### src/design/oqa_pkg.sv
// Shared types and constants for the owned queue id allocator.
// Used by the controller, the datapath and the top level; no dependencies.
package oqa_pkg;

   localparam int NUM_QUEUES_DEF = 16;
   localparam int OWNER_W        = 16;
   localparam int FIELD_W        = 4;

   localparam logic REQ_ALLOCATE = 1'b0;
   localparam logic REQ_RELEASE  = 1'b1;

   localparam logic STATUS_OK   = 1'b0;
   localparam logic STATUS_FULL = 1'b1;

   // controller to datapath
   typedef struct packed {
      logic load;        // capture requester, rewind the scan
      logic alloc_step;  // test one queue for allocation
      logic rel_issue;   // read one owner entry for release
   } ctl_cmd_type;

   // datapath to controller
   typedef struct packed {
      logic free_hit;    // queue under the scan pointer is free
      logic idx_last;    // scan pointer is at the last queue
   } dp_status_type;

endpackage

### src/design/oqa_ram.sv
// Generic single-write, single-read RAM with registered read data.
// No dependencies.
module oqa_ram #(
   parameter int WIDTH = 16,
   parameter int DEPTH = 16
) (
   input  logic                     clock,
   input  logic                     wr_en,
   input  logic [$clog2(DEPTH)-1:0] wr_addr,
   input  logic [WIDTH-1:0]         wr_data,
   input  logic [$clog2(DEPTH)-1:0] rd_addr,
   output logic [WIDTH-1:0]         rd_data
);

   logic [WIDTH-1:0] mem_ff [DEPTH];
   logic [WIDTH-1:0] rd_data_ff;

   always_ff @(posedge clock) begin
      if (wr_en) begin
         mem_ff[wr_addr] <= wr_data;
      end
      rd_data_ff <= mem_ff[rd_addr];
   end

   assign rd_data = rd_data_ff;

endmodule

### src/design/oqa_datapath.sv
// Datapath: used map, owner RAM, scan pointer, release check stage and result registers.
// Depends on oqa_pkg and oqa_ram.
module oqa_datapath #(
   parameter int NUM_QUEUES = oqa_pkg::NUM_QUEUES_DEF
) (
   input  logic                         clock,
   input  logic                         reset,
   input  oqa_pkg::ctl_cmd_type         cmd,
   output oqa_pkg::dp_status_type       status,
   input  logic [oqa_pkg::OWNER_W-1:0]  req_requester,
   output logic                         rsp_status,
   output logic [oqa_pkg::FIELD_W-1:0]  rsp_qnum,
   output logic [oqa_pkg::FIELD_W-1:0]  rsp_released_count
);

   localparam int IDX_W = $clog2(NUM_QUEUES);
   localparam logic [IDX_W-1:0] IDX_FIRST = IDX_W'(1);
   localparam logic [IDX_W-1:0] IDX_LAST  = IDX_W'(NUM_QUEUES - 1);

   logic [oqa_pkg::OWNER_W-1:0] who_ff, who_in;
   logic [IDX_W-1:0]            idx_ff, idx_in;
   logic                        chk_valid_ff, chk_valid_in;
   logic [IDX_W-1:0]            chk_idx_ff, chk_idx_in;
   logic [NUM_QUEUES-1:0]       used_ff, used_in;
   logic [IDX_W-1:0]            count_ff, count_in;
   logic [IDX_W-1:0]            qid_ff, qid_in;
   logic                        status_ff, status_in;

   logic                        wr_en;
   logic [IDX_W-1:0]            wr_addr;
   logic [oqa_pkg::OWNER_W-1:0] wr_data;
   logic [oqa_pkg::OWNER_W-1:0] rd_data;

   oqa_ram #(
      .WIDTH (oqa_pkg::OWNER_W),
      .DEPTH (NUM_QUEUES)
   ) u_owner_ram (
      .clock   (clock),
      .wr_en   (wr_en),
      .wr_addr (wr_addr),
      .wr_data (wr_data),
      .rd_addr (idx_ff),
      .rd_data (rd_data)
   );

   assign status.free_hit = !used_ff[idx_ff];
   assign status.idx_last = (idx_ff == IDX_LAST);

   always_comb begin
      who_in       = who_ff;
      idx_in       = idx_ff;
      chk_valid_in = cmd.rel_issue;
      chk_idx_in   = idx_ff;
      used_in      = used_ff;
      count_in     = count_ff;
      qid_in       = qid_ff;
      status_in    = status_ff;
      wr_en        = 1'b0;
      wr_addr      = idx_ff;
      wr_data      = who_ff;

      if (cmd.load) begin
         who_in    = req_requester;
         idx_in    = IDX_FIRST;
         count_in  = '0;
         qid_in    = '0;
         status_in = oqa_pkg::STATUS_OK;
      end

      if (cmd.alloc_step) begin
         if (!used_ff[idx_ff]) begin
            used_in[idx_ff] = 1'b1;
            wr_en           = 1'b1;
            qid_in          = idx_ff;
         end else if (idx_ff != IDX_LAST) begin
            idx_in = idx_ff + IDX_W'(1);
         end else begin
            status_in = oqa_pkg::STATUS_FULL;
         end
      end

      // hold the pointer on the last queue so it never leaves the table
      if (cmd.rel_issue && (idx_ff != IDX_LAST)) begin
         idx_in = idx_ff + IDX_W'(1);
      end

      // owner data for chk_idx arrives in the cycle after its read was issued
      if (chk_valid_ff && used_ff[chk_idx_ff] && (rd_data == who_ff)) begin
         used_in[chk_idx_ff] = 1'b0;
         wr_en               = 1'b1;
         wr_addr             = chk_idx_ff;
         wr_data             = '0;
         count_in            = count_ff + IDX_W'(1);
      end
   end

   always_ff @(posedge clock) begin
      if (reset) begin
         chk_valid_ff <= 1'b0;
         used_ff      <= NUM_QUEUES'(1);
      end else begin
         chk_valid_ff <= chk_valid_in;
         used_ff      <= used_in;
      end
      who_ff     <= who_in;
      idx_ff     <= idx_in;
      chk_idx_ff <= chk_idx_in;
      count_ff   <= count_in;
      qid_ff     <= qid_in;
      status_ff  <= status_in;
   end

   assign rsp_status         = status_ff;
   assign rsp_qnum           = oqa_pkg::FIELD_W'(qid_ff);
   assign rsp_released_count = oqa_pkg::FIELD_W'(count_ff);

`ifndef ASSERT_OFF
   a_reserved_used: assert property (@(posedge clock) disable iff (reset)
      used_ff[0])
      else $error("reserved queue left the used map");

   a_no_check_in_alloc: assert property (@(posedge clock) disable iff (reset)
      cmd.alloc_step |-> !chk_valid_ff)
      else $error("release check active during allocation scan");

   a_alloc_sets_one: assert property (@(posedge clock) disable iff (reset)
      (cmd.alloc_step && status.free_hit) |=>
         ($countones(used_ff) == $countones($past(used_ff)) + 1))
      else $error("allocation did not mark exactly one queue");
`endif

endmodule

### src/design/oqa_ctrl.sv
// Controller state machine: sequences allocate and release scans over the datapath.
// Depends on oqa_pkg.
module oqa_ctrl (
   input  logic                   clock,
   input  logic                   reset,
   input  logic                   start,
   input  logic                   req_type,
   output logic                   busy,
   output logic                   rsp_valid,
   output oqa_pkg::ctl_cmd_type   cmd,
   input  oqa_pkg::dp_status_type status
);

   typedef enum logic [4:0] {
      S_IDLE     = 5'b00001,
      S_ALLOC    = 5'b00010,
      S_REL      = 5'b00100,
      S_REL_LAST = 5'b01000,
      S_DONE     = 5'b10000
   } state_type;

   state_type state_ff, state_in;

   always_comb begin
      state_in       = state_ff;
      cmd.load       = 1'b0;
      cmd.alloc_step = 1'b0;
      cmd.rel_issue  = 1'b0;
      case (state_ff)
         S_IDLE: begin
            if (start) begin
               cmd.load = 1'b1;
               state_in = (req_type == oqa_pkg::REQ_ALLOCATE) ? S_ALLOC : S_REL;
            end
         end
         S_ALLOC: begin
            cmd.alloc_step = 1'b1;
            if (status.free_hit || status.idx_last) begin
               state_in = S_DONE;
            end
         end
         S_REL: begin
            cmd.rel_issue = 1'b1;
            if (status.idx_last) begin
               state_in = S_REL_LAST;
            end
         end
         S_REL_LAST: begin
            // drain the check of the last owner entry
            state_in = S_DONE;
         end
         S_DONE: begin
            state_in = S_IDLE;
         end
         default: begin
            state_in = S_IDLE;
         end
      endcase
   end

   always_ff @(posedge clock) begin
      if (reset) begin
         state_ff <= S_IDLE;
      end else begin
         state_ff <= state_in;
      end
   end

   assign busy      = (state_ff != S_IDLE);
   assign rsp_valid = (state_ff == S_DONE);

`ifndef ASSERT_OFF
   a_accept_busy: assert property (@(posedge clock) disable iff (reset)
      (start && !busy) |=> busy)
      else $error("accepted item did not raise busy");

   a_strobe_single: assert property (@(posedge clock) disable iff (reset)
      rsp_valid |=> !rsp_valid)
      else $error("result strobe longer than one cycle");
`endif

endmodule

### src/design/owned_queue_id_allocator.sv
// Owned queue id allocator: an allocate takes the lowest free queue, a release frees all
// queues of one requester. An allocate tests the used map one queue per step from queue 1
// until it finds a free one or reaches the last; a release reads the owner RAM one entry
// per cycle. One item at a time: busy stays high through the strobe cycle, so a new item
// is accepted only after the strobe has ended.
// Results cannot be stalled. Synchronous reset: queue 0 marked used, all others free.
module owned_queue_id_allocator #(
   parameter int NUM_QUEUES = oqa_pkg::NUM_QUEUES_DEF
) (
   input  logic                        clock,
   input  logic                        reset,
   input  logic                        start,
   output logic                        busy,
   input  logic                        req_type,
   input  logic [oqa_pkg::OWNER_W-1:0] req_requester,
   output logic                        rsp_valid,
   output logic                        rsp_status,
   output logic [oqa_pkg::FIELD_W-1:0] rsp_qnum,
   output logic [oqa_pkg::FIELD_W-1:0] rsp_released_count
);

   oqa_pkg::ctl_cmd_type   cmd;
   oqa_pkg::dp_status_type dp_status;

   oqa_ctrl u_ctrl (
      .clock     (clock),
      .reset     (reset),
      .start     (start),
      .req_type  (req_type),
      .busy      (busy),
      .rsp_valid (rsp_valid),
      .cmd       (cmd),
      .status    (dp_status)
   );

   oqa_datapath #(
      .NUM_QUEUES (NUM_QUEUES)
   ) u_datapath (
      .clock              (clock),
      .reset              (reset),
      .cmd                (cmd),
      .status             (dp_status),
      .req_requester      (req_requester),
      .rsp_status         (rsp_status),
      .rsp_qnum           (rsp_qnum),
      .rsp_released_count (rsp_released_count)
   );

endmodule
### config.mk
export PLATFORM = sky130hd
export DESIGN_NAME = owned_queue_id_allocator
export DESIGN_NICKNAME = d
export VERILOG_FILES = /design/src/design/oqa_pkg.sv /design/src/design/oqa_ram.sv /design/src/design/oqa_datapath.sv /design/src/design/oqa_ctrl.sv /design/src/design/owned_queue_id_allocator.sv
export SDC_FILE = /design/constraint.sdc
export NUM_CORES = 1
export LEC_CHECK = 0
export ABC_AREA = 1
export ABC_CLOCK_PERIOD_IN_PS = 2800
export BUFFER_PORTS_ARGS = -buffer_cell sky130_fd_sc_hd__buf_2
export CAP_MARGIN = 10
export CORE_ASPECT_RATIO = 1.4
export CORE_MARGIN = 4
export CORE_UTILIZATION = 50
export CTS_CLUSTER_SIZE = 25
export DETAILED_ROUTE_END_ITERATION = 8
export HOLD_SLACK_MARGIN = 0.1
export PLACE_DENSITY = 0.69
export SYNTH_ARGS = -nofsm -noshare
export SYNTH_HDL_FRONTEND = slang
export SYNTH_SLANG_ARGS = --single-unit
### constraint.sdc
create_clock -name clock -period 2.8 [get_ports clock]
set_clock_uncertainty 0.05 [all_clocks]
set_input_delay 0.56 -clock clock [delete_from_list [all_inputs] [get_ports clock]]
set_output_delay 0.56 -clock clock [all_outputs]
set_load 0.005 [all_outputs]
# == Yosys cells after proc, flatten, opt, wreduce, memory -nomap -nowiden ==
# Memories as Yosys holds them, arrays and structs flattened. A register that Yosys moved wholly into a read port is not among the register bits.
# Index checks and enable logic that the tools add are counted.
# totals
in_bits,20
n_memories,1
ff_bits,55
output_inout_bits,11
word_cells,81
ramBits,256
# memory_table
memory,depth,width,rd,rd_clocked_by_memory_dff,wr,line_no,source
u_datapath.u_owner_ram.mem_ff,16,16,1,1,1,oqa_ram.sv:15,logic [WIDTH-1:0] mem_ff [DEPTH];
# op_classes
mux,41
reduce_logical,9
n_lt_le_gt_ge,4
bitwise,3
n_eq_ne,12
addsub,2
# ops
cell,count
$mux 16,4
$mux 4,11
$pmux 5 s4,1
$mux 1,17
$and 16x16->16,1
$eq 16x16->1,1
$not 16->16,1
$or 16x16->16,1
$mux 5,3
$lt 4x5->1 const B,2
$add 4x1->4 const B,2
$bmux 1 s4,2
$demux 1 s4,2
$ge 4x1->1 const B,2
$eq 5x1->1 const B,1
$eq 5x2->1 const B,1
$eq 5x3->1 const B,1
$eq 5x4->1 const B,1
$eq 5x5->1 const B,1
$logic_and 1x1->1,5
$ne 5x1->1 const B,1
$eq 4x4->1 const B,1
$ne 2x1->1 const B,2
$ne 4x4->1 const B,1
other kinds (6),6

# == Depth between registers and ports, before layout ==
# logic_depth
ltp_word,9
depth_mapped,15
mapped_depth_nobuf,15

# == Hierarchy ==
# A second synthesis with hierarchy kept.
# hier_totals
hier_cells,1599
area_unflattened_um2,14779.2
# modules_own_cells
module,cells_each,area_per_inst_um2,seq_area_each_um2,instances
oqa_ram,1074,11380.9,8007.7,1
oqa_datapath,477,3076.7,1201.2,1
oqa_ctrl,48,321.6,100.1,1

# == Worst setup path after synthesis ==
# No wires, ideal clock.
# synth_path
path_type,register to register
start,register u_datapath.idx_ff[0] (netlist: u_datapath.chk_idx_in[0])
end,memory u_datapath.u_owner_ram.mem_ff[10][0] (enable)
stages_incl_launch_ff,12
path_buffers,2
period_less_slack_ns,2.654
t_arrival_ns,2.215
slack_ns,0.146
t_required_ns,2.362
cell_sequence,dfxtp_1 buf_6 buf_6 o211ai_1 nand2_1 nand2_2 nand2_2 nor3_4 inv_2 nand2_4 nand3_2 nor2_1
# synth_via
elab_chain_len,7
elab_cells_between_ends,8
cone_classes,mux (8)
# synth_lines
element,line_no,source
"start, declared",oqa_datapath.sv:21,"logic [IDX_W-1:0] idx_ff, idx_in;"
"start signal, assigned",oqa_datapath.sv:106,idx_ff <= idx_in;
$bmux 1 s4,oqa_datapath.sv:71,if (!used_ff[idx_ff]) begin
$mux 1 (implied by the code),oqa_datapath.sv:71,
$mux 1,oqa_datapath.sv:71,
$mux 1,oqa_datapath.sv:70,if (cmd.alloc_step) begin
$mux 1,oqa_datapath.sv:88,if (chk_valid_ff && used_ff[chk_idx_ff] && (rd_data == who_ff)) begin
$mux 1,oqa_ram.sv:19,if (wr_en) begin
$mux 1 (implied by the code),oqa_ram.sv:20,mem_ff[wr_addr] <= wr_data;
"end, declared",oqa_ram.sv:15,
# Parallel ways exist; a longest one is shown, timed or not. The select of a mux whose other input is x is not followed.

# == Final worst setup path ==
# layout_path
start,register u_datapath.who_ff[5] (netlist name)
end,memory u_datapath.u_owner_ram.mem_ff[1][11] (enable)
# layout_via
elab_chain_len,5
elab_cells_between_ends,6
cone_classes,eq/ne (1); mux (4); reduce/logical (1)
# layout_lines
element,line_no,source
"start, declared",oqa_datapath.sv:20,"logic [oqa_pkg::OWNER_W-1:0] who_ff, who_in;"
"start signal, assigned",oqa_datapath.sv:105,who_ff <= who_in;
$eq 16x16->1 *,oqa_datapath.sv:88,
$logic_and 1x1->1 *,oqa_datapath.sv:88,
$mux 1,oqa_datapath.sv:88,
$mux 1,oqa_ram.sv:19,
$mux 1 (implied by the code),oqa_ram.sv:20,
# Mark *: on every way between the ends. The rest lies on a longest branch, timed or not.

==> results.cfg <==
[status]
status = finished, final reports clean

[yosys]
synth_top_cell_by_area = edfxtp_1
synth_top_area_share_pct = 61.5
syn_nets = 1271
seq_area_frac_synth_pct = 69.1
avgSynthCellArea_um2 = 10.8
ys_seq_elements = 327
yosysWarnings = 0
synth_area_mm2 = 0.0135
synth_flop_cell = edfxtp_1
synth-edff-count = 276
async_flop_share_pct = 0
synthCells = 1246
ys_types = 34
synth_area_leaders = edfxtp_1, dfxtp_1, nand2_1

[timing]
tightest_slew_ps = 775
setup_viol = 0
finalCriticalPeriod_ps = 2570
timing.fmax_mhz = 389
whs_ps = 119
hold_violations = 0
finalSetupTns_ps = 0
maxSlewHeadroom_pct = 48.3
rsz0062_at_grt = no
drv_slew = 0
post-route-period-util_pct = 91.7

[power]
seq_power_share_pct = 52.3
swShare_pct = 24.0
p_int_mw = 7.98
comb_power_share_pct = 9.7
powerDensity_mw_per_mm2 = 682
p_leak_nw = 5.51
ir_worst_vdd_v = 0.000423
clkPwrFrac_pct = 38.1
p_sw_mw = 2.51

[floorplanning]
placementRows = 70
fp.dieW_um = 147
initial_core_util_pct = 51.1
dieArea_mm2 = 0.0297
die_h_um = 202
pin_count = 31
core-area_mm2 = 0.0264

[cts]
cts-buffers-inserted = 30
cts_sinks = 327
tritoncts = built
clock-root-buffer = clkbuf_16
h-tree-depth = 1
clk_pin_slew_worst_paths_ps = 60
post_cts_buffers = 0
clock_tree.buffer_depth = 3
clock_latency_ps = 560

[hold_path]
whs_endpoint = u_datapath.who_ff[10]
min_from = req_requester[10]
hold_class = in -> reg
whs_path_depth = 1

[placed_design]
gp_congestion = 0.904
port_buffers = 30
dp.final_hpwl_mm = 21.3

[run]
cap_violations = 0

[finish]
diodes = 0
drive_gt1_share_pct = 13.1
layout.nets = 1331
areaGrowthSynthToFinish_pct = 14.2

[worst_setup_path]
startpoint_type = flop
worst-r2r-setup-slack_ps = 230
worstPathArrival_ps = 2760
cp.required_ps = 2990
r2r_end = u_datapath.u_owner_ram.mem_ff[1][11]
timing.rr.start = u_datapath.who_ff[5]
critPathKind = reg -> reg
cp_max_fo = 10
end_kind = flop
worstRegToRegCells = 12

[drt]
first_pass_iters = 5
via_count = 9420
drt_iter0_markers = 905
drtAntennaViolNets = 0
routed_wl_mm = 33.2
viasPerCell = 5.58
route.detailed.drc = 0
avgRoutedWirePerCell_um = 19.7

[global_routing]
globalRoute.totalOverflow = 0
antenna_found_initial = 0
grt_start_max_net_pins = 79
grtUsageTotal_pct = 22.3
grt_pass1_vias = 9142
grt_pass1_wl_mm = 51.5
## layout make-up
cell class	count	area [um2]
fillers	2112	11000
flip-flops and latches	327	9320
multi-input cells	779	3640
clock buffers	34	787
repair buffers	90	726
well taps	360	450
inverters	78	294
clock inverters	19	173
## cell usage in the layout, fill, tap and decap left out, types with 2 or more instances in the layout
cell	n
buf_4	50
nor2_2	22
inv_2	4
o21ai_1	2
clkinv_1	9
clkinvlp_4	4
nand4_1	22
clkbuf_1	3
nand2_1	248
ha_1	5
or2_2	3
nand3_1	38
xor2_1	3
nand3_2	2
nor2_1	177
edfxtp_1	276
dfxtp_2	2
nor3_1	5
nor4_1	2
xnor2_1	3
dfxtp_1	48
o21ai_0	151
buf_2	30
buf_12	10
nand2_2	2
o211ai_1	4
bufinv_16	3
clkbuf_16	31
a21oi_1	16
inv_1	73
o22ai_1	64
clkinv_2	3
nand2_4	3
## synthesized netlist by cell type, types with 2 or more instances
cell and number:
dfxtp_1 51, nand2_1 248, o22ai_1 64, nand2_4 3, nor4_1 2, o211ai_1 4, nand3_2 2, ha_1 5
nand4_1 22, nand2_2 2, clkbuf_1 49, nand3_1 38, or2_2 3, inv_1 73, buf_2 7, nor2_2 3
inv_2 5, buf_1 2, edfxtp_1 276, o21ai_0 152, buf_6 4, nor3_1 5, xnor2_1 3, a21oi_1 16
xor2_1 3, nor2_1 196
## critical path, cell delays in order, from the launching register on
cell and delay (ps):
edfxtp_1 420, nand2_1 110, nand2_1 50, nor2_1 90, nand2_1 50, nor2_1 150
inv_1 70, nor2_2 210, nand2_4 130, o21ai_0 260, nand2_1 220, nor2_2 180
buf_4 230
## layer usage
metal  vias up  GRT usage [%]  wire length, um
li1       4454              -                -
met1      4497           27.2            12500
met2       372           39.2            16900
met3        97           2.38             2080
met4         0           11.2             1770
met5         -              0                0
## power groups by stage
stage	Combinational (mW)	Sequential (mW)	Clock [mW]
after floorplan	0.668	5.55	0
after global placement	0.998	5.59	0
after detailed placement	1.01	5.59	0
after CTS	1.02	5.48	4.05
after global routing	1.14	5.49	4.25
final	1.01	5.48	3.99
## registers in the layout, summed over array words and instances, names as in the netlist
register,flops
u_datapath.rsp_released_count,4
u_datapath.rsp_qnum,4
u_datapath.rsp_status,1
u_datapath.who_ff,16
u_ctrl.state_ff,5
u_datapath.chk_idx_ff,4
u_datapath.u_owner_ram.rd_data,16
u_datapath.chk_idx_in,4
u_datapath.used_ff,16
u_datapath.u_owner_ram.mem_ff,256
u_datapath.chk_valid_ff,1
## cells by family (layout without fill, tap and decap cells)
kind of cell / after synthesis / after routing / synth area share (%)
AO/OA/AOI/OAI: 242 / 242 / 9.82
XOR/XNOR: 6 / 6 / 0.390
adder cells (fa/ha/maj): 5 / 5 / 0.464
buffers and inverters: 140 / 221 / 4.19
flip-flops: 327 / 327 / 69.1
AND/OR/NAND/NOR: 526 / 526 / 16.0
## what timing repair did
item / 4_1_cts / 5_1_grt
hold buffers: 0 / 0
endpoints found under the setup margin: 0 / 128
resized for setup: 0 / 2
## through the flow
step	utilization (%)	cell area, um2	power, mW	setup slack [ps]	cells
floorplan	-	13500	6.22	146	1246
global placement	54.7	14400	6.58	305	1634
detailed placement	54.7	14400	6.60	229	1634
CTS	58.4	15400	10.5	152	1687
global route	58.4	15400	10.9	57.9	1687
finish	58.4	15400	10.5	231	1687
## worst max path at each step
stage | startpoint | end | slack (ps) | cells past startpoint
6_report | u_datapath.who_ff[5] | u_datapath.u_owner_ram.mem_ff[1][11] | 230 | 12
3_5_place_dp | u_datapath.chk_idx_ff[0] | u_datapath.u_owner_ram.mem_ff[1][11] | 230 | 15
3_3_place_gp | u_datapath.chk_idx_ff[0] | u_datapath.u_owner_ram.mem_ff[1][11] | 300 | 15
5_1_grt | u_datapath.who_ff[5] | u_datapath.u_owner_ram.mem_ff[6][11] | 60 | 14
4_1_cts | u_datapath.chk_idx_ff[0] | u_datapath.u_owner_ram.mem_ff[1][5] | 150 | 15
2_1_floorplan | u_datapath.chk_idx_in[0] | u_datapath.u_owner_ram.mem_ff[10][0] | 150 | 11
Note: power is estimated with default switching activity, not from simulation.
